===== src/rtl/assert_macros.svh =====
// assertion helpers used by the rtl
`ifndef ASSERT_MACROS_SVH
`define ASSERT_MACROS_SVH

// same-cycle implication, disabled in reset
`define ASSERT_IMPL(lbl, clk, rst_n, ante, cons) \
    lbl: assert property (@(posedge clk) disable iff (!rst_n) (ante) |-> (cons)) \
        else $error("assertion failed");

// next-cycle implication, disabled in reset
`define ASSERT_NEXT(lbl, clk, rst_n, ante, cons) \
    lbl: assert property (@(posedge clk) disable iff (!rst_n) (ante) |=> (cons)) \
        else $error("assertion failed");

`endif


===== src/rtl/pmss_pkg.sv =====
`default_nettype none

package pmss_pkg;

    // default parameter values
    localparam int HIST_LEN_DEF     = 5;
    localparam int SNAP_TIMEOUT_DEF = 500;

    // datapath widths
    localparam int P_W   = 25;  // rotated motion, q14
    localparam int Q_W   = 32;  // rotated motion times multiplier
    localparam int N_W   = 34;  // dividend magnitude
    localparam int DEN_W = 24;  // product of three divisors
    localparam int RES_W = 17;  // residue, signed q.16
    localparam int T_W   = 36;  // residue plus quotient

    // configuration register indexes
    typedef enum logic [2:0] {
        REG_SCROLL_DIV = 3'd0,
        REG_ENC_DIV    = 3'd1,
        REG_FINE_DIV   = 3'd2,
        REG_ROUGH_MUL  = 3'd3,
        REG_COS        = 3'd4,
        REG_SIN        = 3'd5,
        REG_SNAP_EN    = 3'd6,
        REG_INVERT     = 3'd7
    } t_reg_idx;

    typedef enum logic [1:0] {
        AXIS_NONE = 2'd0,
        AXIS_X    = 2'd1,
        AXIS_Y    = 2'd2
    } t_axis;

    typedef enum logic [1:0] {
        STEP_NONE = 2'd0,
        STEP_CW   = 2'd1,
        STEP_CCW  = 2'd2
    } t_step;

    typedef struct packed {
        logic signed [7:0] delta_x;
        logic signed [7:0] delta_y;
        logic              scroll_active;
        logic              encoder_active;
        logic              encoder_select;
        logic              fine_layer_on;
        logic              rough_layer_on;
        logic              encoder_snap_on;
        logic [31:0]       now_ms;
    } t_in_word;

    typedef struct packed {
        logic signed [7:0] cursor_x;
        logic signed [7:0] cursor_y;
        logic signed [7:0] scroll_h;
        logic signed [7:0] scroll_v;
        logic [1:0]        encoder_h_step;
        logic [1:0]        encoder_v_step;
        logic [1:0]        encoder_base_id;
    } t_out_word;

    // divider status
    typedef struct packed {
        logic busy;
        logic done;
    } t_div_stat;

endpackage

`default_nettype wire


===== src/rtl/pmss_div.sv =====
`default_nettype none

module pmss_div #(
    parameter int NUM_W = pmss_pkg::N_W,
    parameter int DEN_W = pmss_pkg::DEN_W
) (
    input  wire logic                 i_clk,
    input  wire logic                 i_rst_n,
    input  wire logic                 i_start,
    input  wire logic [NUM_W-1:0]     i_num,
    input  wire logic [DEN_W-1:0]     i_den,
    output pmss_pkg::t_div_stat       o_status,
    output logic      [NUM_W-1:0]     o_quo
);
    import pmss_pkg::*;

    localparam int CNT_W = $clog2(NUM_W + 1);

    logic [DEN_W-1:0] r_rem;
    logic [DEN_W-1:0] r_den;
    logic [NUM_W-1:0] r_quo;
    logic [CNT_W-1:0] r_cnt;
    logic             r_busy;
    logic             r_done;

    logic [DEN_W:0]   shifted;
    logic [DEN_W+1:0] diff;
    logic             ge;

    // one quotient bit per cycle, restoring
    assign shifted = {r_rem, r_quo[NUM_W-1]};
    assign diff    = {1'b0, shifted} - {2'b00, r_den};
    assign ge      = !diff[DEN_W+1];

    always_ff @(posedge i_clk) begin
        if (!i_rst_n) begin
            r_busy <= 1'b0;
            r_done <= 1'b0;
            r_cnt  <= '0;
        end else begin
            r_done <= 1'b0;
            if (i_start) begin
                r_rem  <= '0;
                r_den  <= i_den;
                r_quo  <= i_num;
                r_cnt  <= CNT_W'(NUM_W);
                r_busy <= 1'b1;
            end else if (r_busy) begin
                r_rem <= ge ? diff[DEN_W-1:0] : shifted[DEN_W-1:0];
                r_quo <= {r_quo[NUM_W-2:0], ge};
                r_cnt <= r_cnt - 1'b1;
                if (r_cnt == CNT_W'(1)) begin
                    r_busy <= 1'b0;
                    r_done <= 1'b1;
                end
            end
        end
    end

    assign o_status.busy = r_busy;
    assign o_status.done = r_done;
    assign o_quo         = r_quo;

endmodule

`default_nettype wire


===== src/rtl/pointer_motion_scroll_snap.sv =====
// Trackball motion report processor with scroll, pseudo-encoder and axis snap.
// Input channel: i_in_valid / o_in_stall carrying one motion word (deltas, mode
// flags, millisecond time). A word is taken when valid is high and stall low.
// Output channel: o_out_valid / i_out_stall carrying one result word per input.
// Configuration: APB-style port, eight registers read as 32-bit words at byte
// address 4*i; write them only while the block is idle (the block does not
// enforce this); pready is tied high. Each word runs through a bit-serial
// rotation, a bit-serial multiply, a restoring divider (one quotient bit a
// cycle) and the states that launch the divider, see it finish, finish the
// rounding and load the output.
// The input is stalled while a word is in flight; the next word is taken as
// soon as the result sits in the output register, even if it is still held.
// When the receiver stalls, the result waits in the output register and the
// block waits with the following result until the register is free.
// Synchronous reset clears residues, snap state and the output valid, and
// loads the register reset values (cosine 16384, everything else zero).
`default_nettype none
`include "assert_macros.svh"

module pointer_motion_scroll_snap #(
    parameter int HISTORY_LENGTH  = pmss_pkg::HIST_LEN_DEF,
    parameter int SNAP_TIMEOUT_MS = pmss_pkg::SNAP_TIMEOUT_DEF
) (
    input  wire logic                i_clk,
    input  wire logic                i_rst_n,
    input  wire logic                i_in_valid,
    output logic                     o_in_stall,
    input  wire pmss_pkg::t_in_word  i_in_word,
    output logic                     o_out_valid,
    input  wire logic                i_out_stall,
    output pmss_pkg::t_out_word      o_out_word,
    input  wire logic                psel,
    input  wire logic                penable,
    input  wire logic                pwrite,
    input  wire logic [4:0]          paddr,
    input  wire logic [31:0]         pwdata,
    output logic [31:0]              prdata,
    output logic                     pready
);
    import pmss_pkg::*;

    localparam int          FW      = $clog2(HISTORY_LENGTH + 1);
    localparam int          HALF    = HISTORY_LENGTH / 2;
    localparam logic [31:0] TIMEOUT = 32'(SNAP_TIMEOUT_MS);

    typedef enum logic [2:0] {
        ST_IDLE,
        ST_MUL_P,
        ST_MUL_M,
        ST_DIV_GO,
        ST_DIV,
        ST_FIN,
        ST_OUT
    } t_state;

    typedef struct packed {
        logic signed [7:0]       whole;
        logic signed [RES_W-1:0] res;
    } t_fin;

    // truncate toward zero, keep the signed fraction, saturate the whole part
    function automatic t_fin finish(input logic [N_W-1:0] q, input logic neg,
                                    input logic signed [RES_W-1:0] res);
        logic signed [T_W-1:0] t;
        logic [T_W-1:0]        mag;
        logic [T_W-17:0]       wm;
        logic [15:0]           frac;
        t_fin                  f;
        t    = (neg ? -$signed({2'b00, q}) : $signed({2'b00, q})) + T_W'(res);
        mag  = t[T_W-1] ? $unsigned(-t) : $unsigned(t);
        wm   = mag[T_W-1:16];
        frac = mag[15:0];
        if (!t[T_W-1]) begin
            f.whole = (wm > (T_W-16)'(127)) ? 8'sd127 : $signed(wm[7:0]);
            f.res   = $signed({1'b0, frac});
        end else begin
            f.whole = (wm > (T_W-16)'(128)) ? -8'sd128 : $signed(-wm[7:0]);
            f.res   = -$signed({1'b0, frac});
        end
        return f;
    endfunction

    function automatic logic signed [7:0] clamp127(input logic signed [7:0] v);
        return (v == -8'sd128) ? -8'sd127 : v;
    endfunction

    // configuration registers
    logic [7:0]         r_sdiv, r_ediv, r_fdiv, r_rmul;
    logic signed [15:0] r_cos, r_sin;
    logic               r_snap_en, r_invert;

    // control and datapath
    t_state                  r_state;
    t_in_word                r_in;
    logic [2:0]              r_cnt;
    logic [7:0]              r_dx, r_dy, r_m;
    logic signed [P_W-1:0]   r_cs, r_ss, r_px, r_py;
    logic signed [Q_W-1:0]   r_mx, r_my, r_qx, r_qy;
    logic [15:0]             r_d12;
    logic [DEN_W-1:0]        r_den;
    logic                    r_negx, r_negy;
    logic signed [RES_W-1:0] r_res_x, r_res_y;
    logic signed [7:0]       r_x, r_y;

    // snap state
    logic                    r_started;
    logic [FW-1:0]           r_fill;
    logic [HISTORY_LENGTH-1:0] r_hist;
    t_axis                   r_axis;
    logic [31:0]             r_last;

    logic                    r_ovalid;
    t_out_word               r_oword;

    // next values from the snap logic
    logic                    n_started;
    logic [FW-1:0]           n_fill;
    logic [HISTORY_LENGTH-1:0] n_hist;
    t_axis                   n_axis;
    logic [31:0]             n_last;
    t_out_word               n_oword;

    logic                    accept, out_free, last_bit;
    logic [7:0]              div_a, div_b, div_c;
    logic signed [P_W-1:0]   step_x, step_y;
    logic [N_W-1:0]          num_x, num_y, quo_x, quo_y;
    logic                    div_start;
    t_div_stat               div_stat_x, div_stat_y;
    t_fin                    fin_x, fin_y;

    assign accept     = i_in_valid && !o_in_stall;
    assign o_in_stall = (r_state != ST_IDLE);
    assign out_free   = !r_ovalid || !i_out_stall;
    assign last_bit   = (r_cnt == 3'd7);
    assign pready     = 1'b1;

    // register read back
    always_comb begin
        unique case (t_reg_idx'(paddr[4:2]))
            REG_SCROLL_DIV: prdata = {24'd0, r_sdiv};
            REG_ENC_DIV:    prdata = {24'd0, r_ediv};
            REG_FINE_DIV:   prdata = {24'd0, r_fdiv};
            REG_ROUGH_MUL:  prdata = {24'd0, r_rmul};
            REG_COS:        prdata = 32'(r_cos);
            REG_SIN:        prdata = 32'(r_sin);
            REG_SNAP_EN:    prdata = {31'd0, r_snap_en};
            REG_INVERT:     prdata = {31'd0, r_invert};
            default:        prdata = '0;
        endcase
    end

    // active divisors for the incoming word
    assign div_a = (i_in_word.scroll_active && r_sdiv != 8'd0) ? r_sdiv : 8'd1;
    assign div_b = (i_in_word.encoder_active && r_ediv != 8'd0) ? r_ediv : 8'd1;
    assign div_c = (r_in.fine_layer_on && r_fdiv != 8'd0) ? r_fdiv : 8'd1;

    // one bit of each delta per cycle, top bit weighs negative
    always_comb begin
        step_x = (r_dx[0] ? r_cs : '0) - (r_dy[0] ? r_ss : '0);
        step_y = (r_dx[0] ? r_ss : '0) + (r_dy[0] ? r_cs : '0);
    end

    // dividend magnitudes, four times the product
    assign num_x     = r_qx[Q_W-1] ? -{r_qx, 2'b00} : {r_qx, 2'b00};
    assign num_y     = r_qy[Q_W-1] ? -{r_qy, 2'b00} : {r_qy, 2'b00};
    assign div_start = (r_state == ST_DIV_GO);

    pmss_div #(.NUM_W(N_W), .DEN_W(DEN_W)) u_div_x (
        .i_clk    (i_clk),
        .i_rst_n  (i_rst_n),
        .i_start  (div_start),
        .i_num    (num_x),
        .i_den    (r_den),
        .o_status (div_stat_x),
        .o_quo    (quo_x)
    );

    pmss_div #(.NUM_W(N_W), .DEN_W(DEN_W)) u_div_y (
        .i_clk    (i_clk),
        .i_rst_n  (i_rst_n),
        .i_start  (div_start),
        .i_num    (num_y),
        .i_den    (r_den),
        .o_status (div_stat_y),
        .o_quo    (quo_y)
    );

    assign fin_x = finish(quo_x, r_negx, r_res_x);
    assign fin_y = finish(quo_y, r_negy, r_res_y);

    // snap and output mapping
    logic                      restart, hbit, do_snap;
    logic [HISTORY_LENGTH-1:0] hist0, hist1;
    logic [FW-1:0]             fill0, fill1, ones;
    t_axis                     axis0, chosen;
    logic [8:0]                ax, ay;
    logic signed [7:0]         h, v;

    always_comb begin
        restart = !r_started || ((r_in.now_ms - r_last) > TIMEOUT);
        hist0   = restart ? '0 : r_hist;
        fill0   = restart ? '0 : r_fill;
        axis0   = restart ? AXIS_NONE : r_axis;
        ax      = r_x[7] ? -{r_x[7], r_x} : {r_x[7], r_x};
        ay      = r_y[7] ? -{r_y[7], r_y} : {r_y[7], r_y};
        if (axis0 == AXIS_X) begin
            hbit = !({2'b00, ay} > {ax, 2'b00});
        end else begin
            hbit = ({2'b00, ax} > {ay, 2'b00});
        end
        hist1 = {hist0[HISTORY_LENGTH-2:0], hbit};
        fill1 = (fill0 < FW'(HISTORY_LENGTH)) ? fill0 + 1'b1 : fill0;
        ones  = '0;
        for (int i = 0; i < HISTORY_LENGTH; i++) begin
            ones = ones + FW'(hist1[i]);
        end
        // majority with a two-sample guard against flipping
        priority if (axis0 == AXIS_X && ones <= FW'(HALF) && hist1[1:0] == 2'b00) begin
            chosen = AXIS_Y;
        end else if (axis0 == AXIS_Y && ones > FW'(HALF) && hist1[1:0] == 2'b11) begin
            chosen = AXIS_X;
        end else if (axis0 == AXIS_NONE) begin
            chosen = (ones <= FW'(HALF)) ? AXIS_Y : AXIS_X;
        end else begin
            chosen = axis0;
        end
        do_snap = (r_in.scroll_active && r_snap_en)
               || (r_in.encoder_active && r_in.encoder_snap_on);

        n_started = r_started;
        n_fill    = r_fill;
        n_hist    = r_hist;
        n_axis    = r_axis;
        n_last    = r_last;
        h         = '0;
        v         = '0;
        n_oword   = '0;
        n_oword.cursor_x = r_x;
        n_oword.cursor_y = r_y;

        if (r_in.scroll_active || r_in.encoder_active) begin
            if (r_x != 8'sd0 || r_y != 8'sd0) begin
                if (do_snap) begin
                    n_started = 1'b1;
                    n_fill    = fill1;
                    n_hist    = hist1;
                    n_last    = r_in.now_ms;
                    n_axis    = axis0;
                    if (fill1 == FW'(HISTORY_LENGTH)) begin
                        n_axis = chosen;
                        if (chosen == AXIS_X) begin
                            h = clamp127(r_x);
                        end else begin
                            v = -clamp127(r_y);
                        end
                    end
                end else begin
                    h = clamp127(r_x);
                    v = -clamp127(r_y);
                end
                if (r_in.scroll_active && r_invert) begin
                    h = -h;
                    v = -v;
                end
                if (r_in.encoder_active) begin
                    n_oword.encoder_h_step = h[7] ? STEP_CCW :
                                             (h != 8'sd0 ? STEP_CW : STEP_NONE);
                    n_oword.encoder_v_step = v[7] ? STEP_CCW :
                                             (v != 8'sd0 ? STEP_CW : STEP_NONE);
                    n_oword.encoder_base_id = {r_in.encoder_select, 1'b0};
                end
                if (r_in.scroll_active) begin
                    n_oword.scroll_h = h;
                    n_oword.scroll_v = v;
                end
            end
            n_oword.cursor_x = '0;
            n_oword.cursor_y = '0;
        end else begin
            n_started = 1'b0;
        end
    end

    // sequencer, datapath and output register
    always_ff @(posedge i_clk) begin
        if (!i_rst_n) begin
            r_state   <= ST_IDLE;
            r_ovalid  <= 1'b0;
            r_sdiv    <= '0;
            r_ediv    <= '0;
            r_fdiv    <= '0;
            r_rmul    <= '0;
            r_cos     <= 16'sd16384;
            r_sin     <= '0;
            r_snap_en <= 1'b0;
            r_invert  <= 1'b0;
            r_res_x   <= '0;
            r_res_y   <= '0;
            r_started <= 1'b0;
            r_fill    <= '0;
            r_hist    <= '0;
            r_axis    <= AXIS_NONE;
            r_last    <= '0;
        end else begin
            // configuration write
            if (psel && penable && pwrite) begin
                unique case (t_reg_idx'(paddr[4:2]))
                    REG_SCROLL_DIV: r_sdiv    <= pwdata[7:0];
                    REG_ENC_DIV:    r_ediv    <= pwdata[7:0];
                    REG_FINE_DIV:   r_fdiv    <= pwdata[7:0];
                    REG_ROUGH_MUL:  r_rmul    <= pwdata[7:0];
                    REG_COS:        r_cos     <= $signed(pwdata[15:0]);
                    REG_SIN:        r_sin     <= $signed(pwdata[15:0]);
                    REG_SNAP_EN:    r_snap_en <= pwdata[0];
                    REG_INVERT:     r_invert  <= pwdata[0];
                    default:        r_invert  <= r_invert;
                endcase
            end

            // output valid: load a new result or clear once taken
            if (r_state == ST_OUT && out_free) begin
                r_ovalid <= 1'b1;
            end else if (r_ovalid && !i_out_stall) begin
                r_ovalid <= 1'b0;
            end

            unique case (r_state)
                ST_IDLE: begin
                    if (accept) begin
                        r_in    <= i_in_word;
                        r_cs    <= P_W'(r_cos);
                        r_ss    <= P_W'(r_sin);
                        r_dx    <= i_in_word.delta_x;
                        r_dy    <= i_in_word.delta_y;
                        r_px    <= '0;
                        r_py    <= '0;
                        r_cnt   <= '0;
                        r_d12   <= {8'd0, div_a} * {8'd0, div_b};
                        r_m     <= (i_in_word.rough_layer_on && r_rmul != 8'd0)
                                   ? r_rmul : 8'd1;
                        r_state <= ST_MUL_P;
                    end
                end
                ST_MUL_P: begin
                    if (r_cnt == 3'd0) begin
                        r_den <= {8'd0, r_d12} * {16'd0, div_c};
                    end
                    r_px  <= last_bit ? r_px - step_x : r_px + step_x;
                    r_py  <= last_bit ? r_py - step_y : r_py + step_y;
                    r_cs  <= r_cs <<< 1;
                    r_ss  <= r_ss <<< 1;
                    r_dx  <= r_dx >> 1;
                    r_dy  <= r_dy >> 1;
                    r_cnt <= r_cnt + 1'b1;
                    if (last_bit) begin
                        r_state <= ST_MUL_M;
                    end
                end
                ST_MUL_M: begin
                    r_cnt <= r_cnt + 1'b1;
                    r_m   <= r_m >> 1;
                    if (r_cnt == 3'd0) begin
                        r_qx <= r_m[0] ? Q_W'(r_px) : '0;
                        r_qy <= r_m[0] ? Q_W'(r_py) : '0;
                        r_mx <= Q_W'(r_px) <<< 1;
                        r_my <= Q_W'(r_py) <<< 1;
                    end else begin
                        r_qx <= r_m[0] ? r_qx + r_mx : r_qx;
                        r_qy <= r_m[0] ? r_qy + r_my : r_qy;
                        r_mx <= r_mx <<< 1;
                        r_my <= r_my <<< 1;
                    end
                    if (last_bit) begin
                        r_state <= ST_DIV_GO;
                    end
                end
                ST_DIV_GO: begin
                    r_negx  <= r_qx[Q_W-1];
                    r_negy  <= r_qy[Q_W-1];
                    r_state <= ST_DIV;
                end
                ST_DIV: begin
                    if (div_stat_x.done) begin
                        r_state <= ST_FIN;
                    end
                end
                ST_FIN: begin
                    r_x     <= fin_x.whole;
                    r_y     <= fin_y.whole;
                    r_res_x <= fin_x.res;
                    r_res_y <= fin_y.res;
                    r_state <= ST_OUT;
                end
                ST_OUT: begin
                    if (out_free) begin
                        r_oword   <= n_oword;
                        r_started <= n_started;
                        r_fill    <= n_fill;
                        r_hist    <= n_hist;
                        r_axis    <= n_axis;
                        r_last    <= n_last;
                        r_state   <= ST_IDLE;
                    end
                end
                default: r_state <= ST_IDLE;
            endcase
        end
    end

    assign o_out_valid = r_ovalid;
    assign o_out_word  = r_oword;

    `ASSERT_NEXT(a_accept_starts, i_clk, i_rst_n, accept, r_state == ST_MUL_P)
    `ASSERT_IMPL(a_fill_range, i_clk, i_rst_n, 1'b1, r_fill <= FW'(HISTORY_LENGTH))
    `ASSERT_IMPL(a_done_in_div, i_clk, i_rst_n, div_stat_x.done, r_state == ST_DIV)
    `ASSERT_IMPL(a_axis_full, i_clk, i_rst_n, r_axis != AXIS_NONE, r_fill == FW'(HISTORY_LENGTH))
    `ASSERT_IMPL(a_div_lockstep, i_clk, i_rst_n, 1'b1, div_stat_x == div_stat_y)

endmodule

`default_nettype wire


===== config.mk =====
export PLATFORM = sky130hd
export DESIGN_NAME = pointer_motion_scroll_snap
export DESIGN_NICKNAME = d
export VERILOG_FILES = /design/src/rtl/pmss_pkg.sv /design/src/rtl/pmss_div.sv /design/src/rtl/pointer_motion_scroll_snap.sv
export VERILOG_INCLUDE_DIRS = /design/src /design/src/rtl
export SDC_FILE = /design/constraint.sdc
export NUM_CORES = 2
export LEC_CHECK = 0
export ABC_AREA = 0
export ABC_CLOCK_PERIOD_IN_PS = 10700
export BUFFER_PORTS_ARGS = -buffer_cell sky130_fd_sc_hd__buf_2
export CAP_MARGIN = 20
export CORE_MARGIN = 5
export CORE_UTILIZATION = 65
export CTS_CLUSTER_DIAMETER = 50
export DETAILED_ROUTE_END_ITERATION = 16
export PLACE_DENSITY = 0.83
export SLEW_MARGIN = 20
export SYNTH_ARGS = -nofsm -noshare
export SYNTH_HDL_FRONTEND = slang
export SYNTH_SLANG_ARGS = --single-unit

===== constraint.sdc =====
create_clock -name i_clk -period 10.7 [get_ports i_clk]
set_input_delay 2.14 -clock i_clk [delete_from_list [all_inputs] [get_ports i_clk]]
set_output_delay 2.14 -clock i_clk [all_outputs]
set_load 0.02 [all_outputs]

==> metrics.cfg <==
[clock_tree]
cts_buffers = 90
numClockSinks = 686
clkTransAtPathRegs_ps = 60
cts_setup_buffers = 0
cts_resized = 0
cts_tree = built
clock_path_buffers = 3
root_buffer = clkbuf_16
htreeDepth = 3
clock_latency_ps = 710
ctsHoldBuffers = 0

[synth]
yosys.area_share.simple = 0.223
synth_area_leaders = edfxtp_1, ha_1, nand2_1
synth.avg_cell_area_um2 = 8.59
yosysTopAreaCell = edfxtp_1
synthXorXnorAreaFrac = 0.0773
syn_inst = 6683
synth_common_cells = nand2_1, edfxtp_1, nor2_1
async_flop_share = 0
ys.warnings.count = 0
synth-edff-count = 525
synth_seq_cells = 686
synthAdderAreaFrac = 0.140
synth_compound_area_frac = 0.163
ys.flop_type = edfxtp_1
synth_cell_types = 105
synth.top_cell.area_share = 0.275
ys_seq_area_frac = 0.331
synth_top_family_by_area = simple AND/OR/NAND/NOR gates
synth_mux_area_frac = 0.0208
syn_area_mm2 = 0.0574
yosysMostFrequentCell = nand2_1

[floorplanning]
io_pins = 171
core_area_mm2 = 0.0881
dieArea_mm2 = 0.0944
start_util = 0.652
fp.dieH_um = 307
die_w_um = 307
rows = 109

[worst_setup_path]
cp-end-kind = flip-flop
critPathRequiredTime_ps = 11090
worstPathArrival_ps = 9340
path_max_fanout = 12
crit_path_start_kind = flip-flop
cp_num_buf_inv = 0
cp_slowest_cell = o21ai_1
slowest_delay_ps = 590
path_class = reg -> reg
crit_family = simple AND/OR/NAND/NOR gates

[timing]
finalSetupViolations = 0
rsz0062_at_grt = no
min_period_over_period = 0.836
setup_tns_ps = 0
min_period_ps = 8950
clock.fmax_ghz = 0.112
drv_slew = 0
relSlewSlack = 0.275
worst_slew_pin_slew_ps = 1090
hold_viol_final = 0
hold_ws_ps = 418
final.setup_skew_ps = 50.6

[global_routing]
antenna_found_initial = 2
overflow = 0
grt_pass1_wl_um = 227000
grt_max_degree = 117
track_usage = 0.283
grt_pass1_vias = 46446

[final_layout]
synthToLayoutAreaGrowth_pct = 8.02
drive_gt1_frac = 0.0697
final_nets = 7326
postLayoutCoreUtil = 0.704

[detailed_routing]
vias = 48716
via_per_inst = 6.16
wl_met2_um = 65400
met1_length_um = 57700
postRouteAntennaNets = 0
wl_met3_um = 9520
top_layer = met4
wl_um = 137000
drtIter0Drc = 4071
routedWlPerCell_um = 17.3
drt-pass1-iter-count = 6
drc_errors = 0

[flow_run]
maxCapViolCount = 0

[pwr]
ir_drop_mv = 0.206
leakage_nw = 25.9
p_per_area_mw_per_mm2 = 205

[run_status]
status = finished, final reports clean

[place]
io_buffers = 150
gp_congestion = 0.923
dp_hpwl_um = 100000

[min_path]
min_path_type = reg -> reg

[worst paths after layout]
kind                                start           endpoint  slack, ps  cells past startpoint
worst max-delay path             r_in[21]      o_out_word[2]       1750                     26
worst min-delay path            r_den[18]  u_div_y.r_den[18]        420                      0
worst max register to register   r_in[21]      o_out_word[2]       1750                     26
worst min register to register  r_den[18]  u_div_y.r_den[18]        420                      0
[area by class of cell]
type / instances / area [um^2]
Clock buffer: 101 / 2310
Multi-Input combinational cell: 5324 / 35900
Sequential cell: 686 / 19000
Clock inverter: 68 / 896
Inverter: 379 / 1430
Antenna cell: 3 / 7.51
Tap cell: 1165 / 1460
Timing Repair Buffer: 184 / 1010
Fill cell: 6728 / 26100
[metrics by stage]
| stage | instances | cell area, um^2 | total power [mW] | setup WS [ps] |
|---|---|---|---|---|
| after global routing | 7907 | 62000 | 13.6 | 1160 |
| after CTS | 7907 | 62000 | 12.7 | 1780 |
| after global placement | 7738 | 58800 | 9.25 | 2100 |
| after detailed placement | 7738 | 58800 | 9.46 | 1810 |
| after floorplan | 6685 | 57400 | 8.28 | 3160 |
| final | 7910 | 62000 | 12.7 | 1750 |
[logic make-up after synthesis]
| kind of cell | after synthesis |
|---|---|
| AO/OA/AOI/OAI | 1457 |
| AND/OR/NAND/NOR | 2676 |
| adder cells (fa/ha/maj) | 563 |
| XOR/XNOR | 506 |
| buffers and inverters | 675 |
| multiplexers | 118 |
| other | 2 |
| flip-flops | 686 |
[cells in the final DEF, fill, tap and decap left out, types with 43 or more instances in the layout]
master / netlist / final
a211oi_1: 63 / 63
a21o_1: 123 / 123
a21oi_1: 417 / 417
and2_1: 149 / 149
and3_1: 124 / 124
buf_2: 9 / 150
clkbuf_16: 0 / 90
dfxtp_1: 161 / 161
edfxtp_1: 525 / 525
fa_1: 133 / 133
ha_1: 430 / 430
inv_1: 377 / 375
mux2i_1: 106 / 106
nand2_1: 969 / 968
nand2b_1: 70 / 68
nand3_1: 249 / 248
nand4_1: 58 / 58
nor2_1: 514 / 506
nor2b_1: 57 / 56
nor3_1: 169 / 167
nor4_1: 43 / 43
o21a_1: 50 / 50
o21ai_0: 347 / 347
o31ai_1: 72 / 72
or2_2: 43 / 43
or3_1: 94 / 94
or4_1: 51 / 51
xnor2_1: 302 / 302
xor2_1: 203 / 203
[state kept, by name, indices dropped and copies added (netlist names), 24 cells and up]
signal         count
u_div_y.o_quo     34
r_in              37
o_out_word        37
r_den             24
r_px              25
r_mx              31
r_ss              25
r_my              31
u_div_y.r_rem     24
u_div_x.r_rem     24
r_qy              32
u_div_y.r_den     24
r_last            32
r_py              25
r_cs              25
r_qx              32
u_div_x.o_quo     34
[per-layer routing]
| metal | vias up | global-route usage |
|---|---|---|
| met5 | - | 0 |
| met4 | 0 | 0.0954 |
| met3 | 279 | 0.0420 |
| met2 | 1646 | 0.484 |
| met1 | 22941 | 0.372 |
| li1 | 23850 | - |
[power by group]
group	internal [mW]	switching (mW)
registers	3.46	0.329
logic	2.33	3.42
clock network	1.86	1.33
total	7.65	5.08
Power figures use the tool's default switching activity.
